===== src/rtl/fkp_pkg.sv =====
package fkp_pkg;

    // Widths of the fixed fields.
    localparam int LEN_W   = 15;
    localparam int Q15_W   = 16;
    localparam int POS_W   = 18;
    localparam int PROD_W  = 32;
    localparam int SUM_W   = 34;
    localparam int WIDE_W  = 50;

    // CORDIC number formats: angle accumulator Q29, x and y Q30.
    localparam int ZFRAC        = 29;
    localparam int ATAN_ENTRIES = 24;

    typedef logic signed [31:0]       t_xy;
    typedef logic signed [31:0]       t_z;
    typedef logic signed [Q15_W-1:0]  t_q15;
    typedef logic signed [POS_W-1:0]  t_pos;
    typedef logic [LEN_W-1:0]         t_len;
    typedef logic signed [WIDE_W-1:0] t_wide;

    localparam longint PI_Z      = 64'sd1686629713;
    localparam t_z     HALF_PI_Z = 32'sd843314857;
    localparam t_z     PI_Z32    = 32'sd1686629713;
    localparam t_xy    GAIN_Q30  = 32'sd652032874;

    // Arctangent of 2^-i in Q29.
    localparam t_z ATAN_Z [ATAN_ENTRIES] = '{
        32'sd421657428, 32'sd248918915, 32'sd131521918, 32'sd66762579,
        32'sd33510844,  32'sd16771757,  32'sd8387925,   32'sd4194219,
        32'sd2097142,   32'sd1048575,   32'sd524288,    32'sd262144,
        32'sd131072,    32'sd65536,     32'sd32768,     32'sd16384,
        32'sd8192,      32'sd4096,      32'sd2048,      32'sd1024,
        32'sd512,       32'sd256,       32'sd128,       32'sd64
    };

    // Configuration register indexes.
    typedef enum logic [1:0] {
        CFG_UPPER_LEN  = 2'd0,
        CFG_FOREARM    = 2'd1,
        CFG_HAND       = 2'd2,
        CFG_SH_OFFSET  = 2'd3
    } t_cfg_idx;

    // Undo the fold, round a Q30 value half up to Q1.15 and saturate.
    function automatic t_q15 f_q15(input t_xy v, input logic flip);
        logic signed [32:0] n;
        logic signed [32:0] t;
        begin
            n = flip ? -33'(v) : 33'(v);
            t = (n + 33'sd16384) >>> 15;
            if (t > 33'sd32767) begin
                f_q15 = 16'sh7fff;
            end else if (t < -33'sd32768) begin
                f_q15 = 16'sh8000;
            end else begin
                f_q15 = t_q15'(t[Q15_W-1:0]);
            end
        end
    endfunction

    // Round half up by s bits and saturate to the position range.
    function automatic t_pos f_pos(input t_wide v, input int unsigned s);
        logic signed [WIDE_W:0] t;
        begin
            t = {v[WIDE_W-1], v} + ((WIDE_W+1)'(1) <<< (s - 1));
            t = t >>> s;
            if (t > (WIDE_W+1)'(131071)) begin
                f_pos = 18'sh1ffff;
            end else if (t < -(WIDE_W+1)'(131072)) begin
                f_pos = 18'sh20000;
            end else begin
                f_pos = t_pos'(t[POS_W-1:0]);
            end
        end
    endfunction

endpackage


===== src/rtl/fkp_cordic_cell.sv =====
module fkp_cordic_cell #(
    parameter int SHIFT = 0
) (
    input  logic          i_clk,
    input  fkp_pkg::t_xy  i_x,
    input  fkp_pkg::t_xy  i_y,
    input  fkp_pkg::t_z   i_z,
    input  logic          i_flip,
    output fkp_pkg::t_xy  o_x,
    output fkp_pkg::t_xy  o_y,
    output fkp_pkg::t_z   o_z,
    output logic          o_flip
);
    import fkp_pkg::*;

    localparam t_z ATAN = ATAN_Z[SHIFT];

    t_xy r_x, n_x;
    t_xy r_y, n_y;
    t_z  r_z, n_z;
    logic r_flip;

    // One rotation towards zero residual angle.
    always_comb begin
        if (i_z >= 0) begin
            n_x = i_x - (i_y >>> SHIFT);
            n_y = i_y + (i_x >>> SHIFT);
            n_z = i_z - ATAN;
        end else begin
            n_x = i_x + (i_y >>> SHIFT);
            n_y = i_y - (i_x >>> SHIFT);
            n_z = i_z + ATAN;
        end
    end

    always_ff @(posedge i_clk) begin
        r_x    <= n_x;
        r_y    <= n_y;
        r_z    <= n_z;
        r_flip <= i_flip;
    end

    assign o_x    = r_x;
    assign o_y    = r_y;
    assign o_z    = r_z;
    assign o_flip = r_flip;

endmodule


===== config.mk =====
export PLATFORM = sky130hd
export DESIGN_NAME = fkp_cordic_cell
export DESIGN_NICKNAME = d
export VERILOG_FILES = /design/src/rtl/fkp_pkg.sv /design/src/rtl/fkp_cordic_cell.sv
export SDC_FILE = /design/constraint.sdc
export NUM_CORES = 1
export LEC_CHECK = 0
export BUFFER_PORTS_ARGS = -buffer_cell sky130_fd_sc_hd__buf_2
export CAP_MARGIN = 20
export CORE_MARGIN = 2
export CORE_UTILIZATION = 45
export CTS_CLUSTER_SIZE = 12
export DETAILED_ROUTE_END_ITERATION = 8
export PLACE_DENSITY = 0.69
export SYNTH_ARGS = -nofsm -noshare
export SYNTH_HDL_FRONTEND = slang
export SYNTH_SLANG_ARGS = --single-unit

===== constraint.sdc =====
create_clock -name i_clk -period 9.7 [get_ports i_clk]
set_clock_uncertainty 0.2 [all_clocks]
set_input_delay 0.97 -clock i_clk [delete_from_list [all_inputs] [get_ports i_clk]]
set_output_delay 0.97 -clock i_clk [all_outputs]
set_load 0.05 [all_outputs]

==> summary.txt <==
Run status
  – Status: finished clean

STA
  – Worst-margin pin slew: 1.045 ns
  – Slew headroom: 0.2971
  – Setup repair after global routing missed its margin: no
  – Max Freq: 243.1 MHz
  – Final total negative setup slack: 0 ns
  – Final period util: 0.4241
  – Min cycle time layout: 4.114 ns
  – Final Hold Violating Endpoints: 0
  – Number of pins with negative max-slew slack in the final report: 0
  – Final count of negative-setup-slack endpoints: 0

Cells and area
  – P&R area growth vs syn: 16.56%
  – Post-Layout Inst Area: 9863 um^2
  – Final core utilization: 0.5308
  – Sequential standard cell area: 1922 um^2
  – Most frequent cells in the layout: sky130_fd_sc_hd__buf_2 (194), sky130_fd_sc_hd__a21oi_1 (126), sky130_fd_sc_hd__ha_1 (121)
  – Commonest non-fill, non-tap cell in the layout: sky130_fd_sc_hd__buf_2
  – Final nets: 1433
  – # fillers: 1807
  – Layout cell share with drive strength beyond 1: 0.1901
  – Multi-input gate area in the final layout: 5937 um^2

Synth
  – Post-Syn Nets: 1275
  – Cells after Synth: 1052
  – Distinct cell type count of the synthesized netlist: 67
  – Dominant synthesized flop cell: sky130_fd_sc_hd__dfxtp_1
  – Post-synthesis register bit count: 96
  – Proportion of register bits with asynchronous set or reset after synthesis: 0
  – Cell accounting for the most synthesized area: sky130_fd_sc_hd__dfxtp_1
  – Area fraction of the dominant cell type after synthesis: 0.2271
  – Top cells by area, synth: sky130_fd_sc_hd__dfxtp_1 (23%), sky130_fd_sc_hd__ha_1 (18%), sky130_fd_sc_hd__xnor2_1 (7.9%)
  – Share of the yosys chip area belonging to registers: 0.2271
  – Number of enable-type register cells in the synthesized netlist: 0
  – Count of warnings emitted by yosys: 0
  – Summed instance area of the synthesized netlist: 8462 um^2
  – Mean cell area of the mapped netlist: 8.044 um^2

Setup path
  – Slowest library cell on the worst path: sky130_fd_sc_hd__a2111oi_0
  – Crit path cell chain: buf_2 > inv_2 > ha_1 > a21o_1 > a21oi_1 > o21ai_0 > a2111oi_0 > o31a_1 > o31a_1 > o21ai_0 > a311oi_1 > xnor2_1
  – Critical path endpoint category: register
  – Critical-path maximum fanout: 16
  – Crit path buf inv count: 2
  – Largest stage delay, worst path: 0.60 ns
  – CP startpoint kind: input port
  – Crit-path leading delay family: compound AO/OA/AOI/OAI gates
  – Classification of the worst setup path: input port to register
  – Count of cell instances traversed by the critical path: 12
  – Data arrival time of the critical path: 4.18 ns
  – Required time of the worst setup path: 9.77 ns

Global route
  – Pin count of the biggest net entering global routing: 79
  – Vias in the first global route: 7760
  – Initial antenna violation count: 1
  – Global-route wire length before repair: 38.54 mm
  – Total congestion overflow after global routing: 0
  – Overall Global Routing Usage: 0.2394

Clock tree
  – Root buffer cell: sky130_fd_sc_hd__clkbuf_16
  – Number of buffers added for setup after CTS: 0
  – Maximum root-to-sink buffer count: 2
  – TritonCTS clock tree: built
  – CTS Hold Buffers Added: 0
  – Post_cts resized: 0
  – Clock Sinks: 96
  – Max H-tree Level: 3
  – CTS Buf Count: 9
  – Clock-pin slew reported for the worst setup and hold paths after clock tree synthesis: 0.07 ns

Drt
  – Average wire per standard cell: 16.85 um
  – Aggregate routed wire length: 24.43 mm
  – Routed Antenna Nets: 0
  – Drc violations: 0
  – Number of search-and-repair iterations in the first detailed-routing pass: 7
  – Via total after detailed routing: 8184
  – DR vias/cell: 5.644
  – Iteration-0 DRC Markers: 585

Min path
  – Hold depth: 1
  – Destination of the worst hold path: o_flip
  – Worst hold path startpoint: i_flip
  – Class of the worst hold path: input port to register

Placement
  – Port Buffer Count: 194
  – Weighted congestion at the end of routability-driven global placement: 0.9566
  – HPWL Detailed: 19.15 mm
  – DP Area: 9543 um^2

Power and ir drop
  – Peak supply drop: 0.0001428 V
  – Power density of the placed cells: 182.2 nW/um^2
  – Static power due to leakage: 4.882 nW

Job
  – Max-cap viol count: 0

Die
  – Area of the core: 18580 um^2
  – Die Area: 19920 um^2
  – I/O pin cnt: 195
  – Standard-cell row count: 50
  – Die height: 141.1 um
  – Width of the die: 141.1 um
  – Starting utilization of the core area: 0.4554
## kinds of logic (layout without fill, tap and decap cells)
group           count (synthesis)  after routing  share of synthesized area
compound gates                364            364                     0.2792
xor+xnor                       87             87                    0.09005
fa+ha+maj                     125            125                     0.1884
buf+inv                       156            319                    0.07127
flops                          96             96                     0.2271
mux                            21             21                    0.02484
other cells                     0              1                          0
simple gates                  203            203                     0.1192
## final cells by class
class / instances / area share
multi-input combinational: 800 / 0.6019
inverter: 106 / 0.04034
timing repair buffer: 197 / 0.1007
clock inverter: 7 / 0.009387
clock buffer: 9 / 0.02283
antenna: 1 / 0.0002537
sequential: 96 / 0.1948
tap: 234 / 0.02968
## sequential cells by signal, summed over array words and instances (netlist names)
register and count:
o_x 32, o_z 32, o_flip 1, o_y 31
## routing by layer
layer	vias to the layer above	track usage	routed length [um]
met3	38	0.03091	1610
met5	-	0	0
met2	354	0.4009	11150
met4	0	0.08789	590
li1	4030	-	-
met1	3762	0.3157	11080
## how the worst max path moves through the flow
stage / start / end
2_1_floorplan: i_z[31] / o_z[25]
3_5_place_dp: i_z[31] / o_z[25]
3_3_place_gp: i_z[31] / o_z[25]
4_1_cts: i_z[31] / o_z[25]
6_report: i_z[31] / o_z[25]
5_1_grt: i_z[31] / o_z[25]
## cells in the mapped netlist (12+ instances only)
master and number:
sky130_fd_sc_hd__a21o_1 55, sky130_fd_sc_hd__a21oi_1 126, sky130_fd_sc_hd__clkbuf_1 34, sky130_fd_sc_hd__dfxtp_1 96, sky130_fd_sc_hd__ha_1 121, sky130_fd_sc_hd__inv_1 102, sky130_fd_sc_hd__mux2i_1 21, sky130_fd_sc_hd__nand2_1 38
sky130_fd_sc_hd__nand2b_1 12, sky130_fd_sc_hd__nand3_1 16, sky130_fd_sc_hd__nor2_1 56, sky130_fd_sc_hd__nor3_1 21, sky130_fd_sc_hd__o21a_1 14, sky130_fd_sc_hd__o21ai_0 57, sky130_fd_sc_hd__o21bai_1 21, sky130_fd_sc_hd__xnor2_1 76
## report_power, final
group	switching [W]	internal [W]	total, W	leakage [nW]
logic	0.000636	0.000254	0.000889	3.91
clock network	0.000170	0.000227	0.000397	0.160
registers	0.0000246	0.000486	0.000511	0.810
## per-stage QoR
step	worst slack [ns]	hold slack (ns)	std cells	total power, W
6_report	5.586	0.5135	1450	0.001797
4_1_cts	5.591	0.4979	1449	0.001804
5_1_grt	5.326	0.4933	1450	0.001884
2_1_floorplan	5.163	0.7977	1052	0.001189
3_3_place_gp	5.273	0.8721	1433	0.001399
3_5_place_dp	5.244	0.8739	1433	0.001400
No activity file was read; power rests on OpenSTA's default activity.
